## src/hw/rtl/spd_pkg.sv

```systemverilog
// ----------------------------------------------------------------------------
// Signal pending dispatch package
// Shared types, codes and sizes for the signal pending dispatch block.
// ----------------------------------------------------------------------------
package spd_pkg;

  localparam int PROCESS_SLOTS = 8;
  localparam int SIGNAL_COUNT  = 32;

  localparam int PROC_W   = 3;
  localparam int SIGNUM_W = 6;
  localparam int DSIG_W   = 5;
  localparam int ACTIVE_W = 4;
  localparam int WORD_W   = 64;
  localparam int CODE_W   = 8;
  localparam int MASK_W   = SIGNAL_COUNT - 1;
  localparam int SIGIDX_W = $clog2(SIGNAL_COUNT);
  localparam int ADDR_W   = PROC_W + SIGIDX_W;
  localparam int RAM_DEPTH = PROCESS_SLOTS * SIGNAL_COUNT;

  localparam logic [1:0] OP_INSTALL = 2'd0;
  localparam logic [1:0] OP_SEND    = 2'd1;
  localparam logic [1:0] OP_DELIVER = 2'd2;

  localparam logic [1:0] ACT_NONE  = 2'd0;
  localparam logic [1:0] ACT_ENTER = 2'd1;
  localparam logic [1:0] ACT_EXIT  = 2'd2;

  localparam int SIG_INT  = 2;
  localparam int SIG_KILL = 9;
  localparam int SIG_TERM = 15;

  localparam logic [CODE_W-1:0] EXIT_BASE  = 8'd128;
  localparam logic [WORD_W-1:0] FRAME_WORD = 64'd8;

  localparam logic [ACTIVE_W-1:0] ACTIVE_RESET = 4'd8;

  localparam logic [MASK_W-1:0] FATAL_MASK =
    (MASK_W'(1) << (SIG_INT - 1)) | (MASK_W'(1) << (SIG_KILL - 1)) |
    (MASK_W'(1) << (SIG_TERM - 1));

  typedef struct packed {
    logic [1:0]          opcode;
    logic [PROC_W-1:0]   process;
    logic [SIGNUM_W-1:0] signal_number;
    logic [WORD_W-1:0]   handler_address;
    logic [WORD_W-1:0]   return_address;
    logic [WORD_W-1:0]   stack_pointer;
  } cmd_t;

  typedef struct packed {
    logic                status;
    logic [1:0]          action;
    logic [DSIG_W-1:0]   delivered_signal;
    logic [WORD_W-1:0]   next_address;
    logic [WORD_W-1:0]   new_stack_pointer;
    logic [WORD_W-1:0]   stack_store_word;
    logic [CODE_W-1:0]   exit_code;
  } result_t;

  typedef struct packed {
    logic              status;
    logic [1:0]        action;
    logic [DSIG_W-1:0] dsig;
  } decision_t;

  typedef struct packed {
    logic              we;
    logic [ADDR_W-1:0] waddr;
    logic [ADDR_W-1:0] raddr;
  } ram_req_t;

endpackage

```

## src/hw/rtl/spd_pending.sv

```systemverilog
// ----------------------------------------------------------------------------
// Pending mask and handler presence tracking
// Holds the pending mask and handler presence flags of every process, picks
// the signal to deliver and drives the handler memory.
// ----------------------------------------------------------------------------
module spd_pending (
  input  logic                              clk,
  input  logic                              rst,
  input  logic                              valid,
  input  spd_pkg::cmd_t                     cmd,
  input  logic [spd_pkg::ACTIVE_W-1:0]      active_processes,
  output spd_pkg::decision_t                decision,
  output spd_pkg::ram_req_t                 ram_req
);
  import spd_pkg::*;

  logic [PROCESS_SLOTS-1:0][MASK_W-1:0] pending;
  logic [PROCESS_SLOTS-1:0][MASK_W-1:0] handler_set;

  logic [PROC_W-1:0]   proc;
  logic                sig_ok;
  logic [DSIG_W-1:0]   sig_idx;
  logic [MASK_W-1:0]   cur;
  logic [MASK_W-1:0]   set;
  logic [MASK_W-1:0]   cands;
  logic [MASK_W-1:0]   low;
  logic [MASK_W-1:0]   clr;
  logic [DSIG_W-1:0]   pick;
  logic                found;
  logic                enter;
  logic                send_bad;

  always_comb begin
    proc     = cmd.process;
    sig_ok   = (cmd.signal_number != '0) &&
               (cmd.signal_number < SIGNUM_W'(SIGNAL_COUNT));
    sig_idx  = DSIG_W'(cmd.signal_number - SIGNUM_W'(1));
    cur      = pending[proc];
    set      = handler_set[proc];
    cands    = cur & (set | FATAL_MASK);
    low      = cands & (~cands + MASK_W'(1));
    clr      = low | (low - MASK_W'(1));
    found    = |cands;
    enter    = |(low & set);
    send_bad = {1'b0, proc} >= active_processes;
    pick     = '0;
    for (int i = 0; i < MASK_W; i++) begin
      if (low[i]) begin
        pick = pick | DSIG_W'(i + 1);
      end
    end
  end

  always_comb begin
    decision = '0;
    ram_req.we    = 1'b0;
    ram_req.waddr = {proc, cmd.signal_number[SIGIDX_W-1:0]};
    ram_req.raddr = {proc, pick[SIGIDX_W-1:0]};
    case (cmd.opcode)
      OP_INSTALL: begin
        decision.status = !sig_ok;
        ram_req.we      = valid && sig_ok;
      end
      OP_SEND: begin
        decision.status = !sig_ok || send_bad;
      end
      OP_DELIVER: begin
        if (found) begin
          decision.action = enter ? ACT_ENTER : ACT_EXIT;
          decision.dsig   = pick;
        end
      end
      default: begin
        decision.status = 1'b1;
      end
    endcase
  end

  always_ff @(posedge clk) begin
    if (rst) begin
      pending     <= '0;
      handler_set <= '0;
    end else if (valid) begin
      case (cmd.opcode)
        OP_INSTALL: begin
          if (sig_ok) begin
            handler_set[proc][sig_idx] <= (cmd.handler_address != '0);
          end
        end
        OP_SEND: begin
          if (sig_ok && !send_bad) begin
            pending[proc][sig_idx] <= 1'b1;
          end
        end
        OP_DELIVER: begin
          pending[proc] <= cur & ~clr;
        end
        default: begin
        end
      endcase
    end
  end

endmodule

```

## config.mk

```make
export PLATFORM = sky130hd
export DESIGN_NAME = spd_pending
export DESIGN_NICKNAME = d
export VERILOG_FILES = /design/src/hw/rtl/spd_pkg.sv /design/src/hw/rtl/spd_pending.sv
export SDC_FILE = /design/constraint.sdc
export NUM_CORES = 1
export LEC_CHECK = 0
export BUFFER_PORTS_ARGS = -buffer_cell sky130_fd_sc_hd__buf_2
export CAP_MARGIN = 0
export CELL_PAD_IN_SITES_DETAIL_PLACEMENT = 0
export CELL_PAD_IN_SITES_GLOBAL_PLACEMENT = 1
export CORE_AREA = 2 2 246 248
export CTS_CLUSTER_SIZE = 28
export DETAILED_ROUTE_END_ITERATION = 8
export DIE_AREA = 0 0 248 250
export GPL_TIMING_DRIVEN = 0
export PLACE_DENSITY_LB_ADDON = 0.1
export REMOVE_ABC_BUFFERS = 1
export SLEW_MARGIN = 20
export SYNTH_ARGS = -nofsm -noshare
export SYNTH_HDL_FRONTEND = slang
export SYNTH_SLANG_ARGS = --single-unit
```

## constraint.sdc

```tcl
create_clock -name clk -period 9.1 [get_ports clk]
set_input_delay 1.82 -clock clk [delete_from_list [all_inputs] [get_ports clk]]
set_output_delay 1.82 -clock clk [all_outputs]
set_load 0.01 [all_outputs]
```

# After elaboration in Yosys (flattened, before gate mapping)
# Cells that the tools add are included.
# word_totals
inputBits,210
output_inout_bits,25
latch_bits,0
rom_bits,0
mem_bits_rw,0
elab_cells,122
n_memories,0
register_bits,496
# classes
multipliers,0
n_reduce_logical,19
bitwise_logic,8
addsub,3
magnitude_cmp,6
n_shift,0
eq_ne,3
div_mod_pow,0
mux,67
# ops
op,n
248-bit 2-to-1 mux,17
248-bit bitwise mux,2
248-bit case mux with 2 select lines,1
248-bit bitwise OR,1
31-bit binary-select mux with 3-bit select,2
31-bit demux with 3-bit select,2
31-bit AND,4
31-bit 2-to-1 mux,4
5-bit 2-to-1 mux,16
64-bit nonzero test,1
31-bit inverter,2
31-bit OR reduction,2
4-bit 2-to-1 mux,8
31-bit by 1-bit adder with 31-bit output (second input constant),1
31-bit bitwise OR,1
31-bit by 1-bit subtractor with 31-bit output (second input constant),1
7-bit 2-to-1 mux,3
3-bit 2-to-1 mux,4
5-bit by 6-bit < comparator with 1-bit output (second input constant),1
6-bit < comparator (second input constant),1
2-bit 2-to-1 mux,3
3-bit AND reduction,2
2-bit nonzero test,3
6-bit nonzero test,1
other kinds (16),23

# Logic depth before layout (Yosys ltp)
# depth
word_depth,40
depth_mapped,17
depth_no_buf,11

# Least setup slack after synthesis
# OpenSTA, ideal clock, no wires.
# synth_timing
path_type,input -> output
startpoint,input port cmd[200] (netlist bit)
endpoint,output port decision[0] (netlist bit)
required_ns,7.280
path_stages,12
slack_ns,2.849
path_buffers,3
arrival_time_ns,4.431
path_cell_list,buf_6 > buf_6 > buf_2 > mux2_2 > a221o_1 > a222oi_1 > a21oi_1 > nor4b_1 > nor2_1 > o2111ai_1 > or4b_1 > and2_1
# synth_lines
item,line_no,rtl
start: declaration,spd_pending.sv:10,"input spd_pkg::cmd_t cmd,"
end: declaration,spd_pending.sv:12,"output spd_pkg::decision_t decision,"

==> results.sh <==
export IMPL_cts_buffers=56
export IMPL_yosys_warnings=0
export IMPL_cts_buffer_depth=3
export IMPL_synth_area_leaders="dfxtp_1 41%, a211oi_1 12%, a21oi_1 11%, mux4_2 6.1%, nor2_1 3.5%"
export IMPL_cap_violations=0
export IMPL_leakage_nw=9.05
export IMPL_wirelength_um=107000
export IMPL_p_per_area_mw_per_mm2=177
export IMPL_setup_viol=0
export IMPL_outcome="complete, no violations"
export IMPL_grt_overflow=0
export IMPL_fin_skew_ps=32.0
export IMPL_min_period_over_period=0.990
export IMPL_dr_pass1_iters=6
export IMPL_crit_type="in -> out"
export IMPL_crit_fanout=45
export IMPL_routedWlPerCell_um=31.0
export IMPL_cts_resized=0
export IMPL_netlist_cell_type_count=98
export IMPL_final_min_clock_period_ps=9010
export IMPL_start_kind="input port"
export IMPL_track_usage=0.337
export IMPL_syn_avg_cell_area_um2=9.01
export IMPL_cp_end_kind="primary output"
export IMPL_synth_xor_area_share=0
export IMPL_antenna_found_initial=1
export IMPL_grt_start_max_net_pins=124
export IMPL_die_area_mm2=0.0620
export IMPL_fmax_ghz=0.111
export IMPL_antenna_cells=0
export IMPL_ys_async_sr_fraction=0
export IMPL_h_tree_depth=2
export IMPL_drive_gt1_frac=0.178
export IMPL_post_synth_top_count_cell="a21oi_1"
export IMPL_synth_top_flop_cell="dfxtp_1"
export IMPL_hold_buffers=0
export IMPL_viasPerCell=6.71
export IMPL_synth_edf_count=0
export IMPL_cts_tree="done"
export IMPL_cp_startpoint="cmd[200]"
export IMPL_timing_slew_headroom=0.180
export IMPL_synth_simple_area_share=0.116
export IMPL_root_buffer="clkbuf_16"
export IMPL_initial_core_util=0.406
export IMPL_dr_total_vias=23200
export IMPL_cp_top_family="simple AND/OR/NAND/NOR gates"
export IMPL_reg2regPathDepth=9
export IMPL_netlist_instances=2684
export IMPL_hold_violations=0
export IMPL_synth_compound_area_frac=0.326
export IMPL_hold_depth=2
export IMPL_synth_area_leader_cell="dfxtp_1"
export IMPL_synthAdderAreaFrac=0.00155
export IMPL_clk_latency_ps=640
export IMPL_crit_chain="buf_8, buf_16, nor2b_2, nand2_1, o221a_2, nor2_1, or4b_1, nor3_2, a311oi_1, nor3b_1, and4_1, buf_2"
export IMPL_crit_buf_inv=3
export IMPL_hpwl_um=69100
export IMPL_cp_required_ps=7280
export IMPL_tns_ps=0
export IMPL_worstMarginPinSlew_ps=1230
export IMPL_drv_slew=0
export IMPL_yosysSeqAreaShare=0.410
export IMPL_slowest_delay_ps=860
export IMPL_min_to="pending[192]"
export IMPL_netlist_area_mm2=0.0242
export IMPL_ant_nets=0
export IMPL_synth_top_family_by_area="compound AO/OA/AOI/OAI gates"
export IMPL_r2r_start="handler_set[159]"
export IMPL_r2r_end="pending[144]"
export IMPL_grt_pass1_wl_um=154000
export IMPL_yosys_top_cells_count="511 x a21oi_1, 496 x dfxtp_1, 387 x a211oi_1"
export IMPL_numPortBuffers=106
export IMPL_die_h_um=250
export IMPL_vdd_ir_drop_max_uv=145
export IMPL_min_delay_start="pending[192]"
export IMPL_rrSetupSlack_ps=4730
export IMPL_std_cell_rows=90
export IMPL_worst_ep_arrival_time_ps=7190
export IMPL_drc=0
export IMPL_place_gp_congestion=0.988
export IMPL_holdCritPathClass="reg -> reg"
export IMPL_syn_to_final_growth_pct=14.4
export IMPL_totalPowerFinal_w=0.00490
export IMPL_crit_slowest_cell="nand2_1"
export IMPL_grt_pass1_vias=21800
export IMPL_rsz0062_at_grt="no"
export IMPL_nNetsFinal=2844
export IMPL_ys_ff_latch=496
export IMPL_core_area_mm2=0.0596
export IMPL_netlist_area_leader_share=0.410
export IMPL_fill_cells=5656
export IMPL_cts_num_sinks=496
export IMPL_drtIter0Drc=2602
export IMPL_die_w_um=248
export IMPL_io_pins=235
export IMPL_muxShareOfSynthArea=0.0902
export IMPL_path_clk_slew_ps=50
## tightest hold or removal path, stage by stage, from the launching register on
cell	delay, ps
dfxtp_1	310
nand2_1	50
a21oi_1	50
## layout by cell type (no fill, tap or decap), types with 24 or more instances in the layout
cell       netlist  final
clkbuf_16        0     58
mux4_2          66     66
mux2i_1         39     39
a211oi_1       387    385
o21ai_0         27     27
nor2_4           1     26
nor3_1         119    115
o221a_2         29     29
a21oi_1        511    508
nand2_1         73     66
mux2_2          24     24
buf_2           20    103
nor2_1         225    177
nand3_1         26     26
dfxtp_1        496    496
## report_power, final
part	leakage [nW]	internal, W	switching (W)
sequential	4.00	0.00219	0.0000163
combinational	4.19	0.000143	0.000357
clock	0.855	0.00125	0.000942
total	9.05	0.00358	0.00131
## sequential cells by signal (all words and copies together), names as in the netlist
name         cells
handler_set    248
pending        248
## what timing repair did
action / 4_1_cts / 5_1_grt
setup endpoints to repair: 1 / 1
setup buffers: 0 / 3
endpoints found under the hold margin: 0 / 0
pin swaps: 1 / 1
## worst max-delay path by stage
| stage | to | slack [ps] | cells after the start |
|---|---|---|---|
| after floorplan | decision[1] | 2490 | 4 |
| after global placement | pending[192] | -6510 | 6 |
| after detailed placement | decision[5] | -20 | 14 |
| after CTS | decision[5] | 90 | 14 |
| after global routing | decision[6] | 100 | 12 |
| final | decision[6] | 90 | 12 |
## logic make-up (layout without fill, tap and decap cells)
family,Yosys count,in the layout
AO/OA/AOI/OAI,1190,1190
AND/OR/NAND/NOR,576,576
flip-flops,496,496
buffers and inverters,287,271
multiplexers,132,132
adder cells (fa/ha/maj),3,3
## stage by stage
step / cells / setup WS, ps / util / hold slack, ps / area [um^2]
finish: 3450 / 94.1 / 0.464 / 459 / 27700
CTS: 3447 / 93.7 / 0.464 / 461 / 27600
detailed placement: 3352 / -24.2 / 0.435 / 449 / 25900
global placement: 3298 / -6510 / 0.410 / 438 / 24400
floorplan: 2410 / 2490 / - / 425 / 22900
global route: 3450 / 101 / 0.464 / 481 / 27700
## layer usage
layer  GRT usage  wire length [um]
met1       0.463             45300
met2       0.512             47600
met3      0.0770              9870
met4       0.131              4160
met5           0                 0
## area by class of cell
class | instances | area, um^2 | share of cell area
multi-input cells | 1901 | 13300 | 0.481
clock inverters | 10 | 61.3 | 0.00222
well taps | 782 | 978 | 0.0354
flip-flops and latches | 496 | 9930 | 0.359
inverters | 13 | 51.3 | 0.00185
repair buffers | 163 | 1680 | 0.0609
clock buffers | 85 | 1660 | 0.0601
Note: power is estimated with default switching activity, not from simulation.
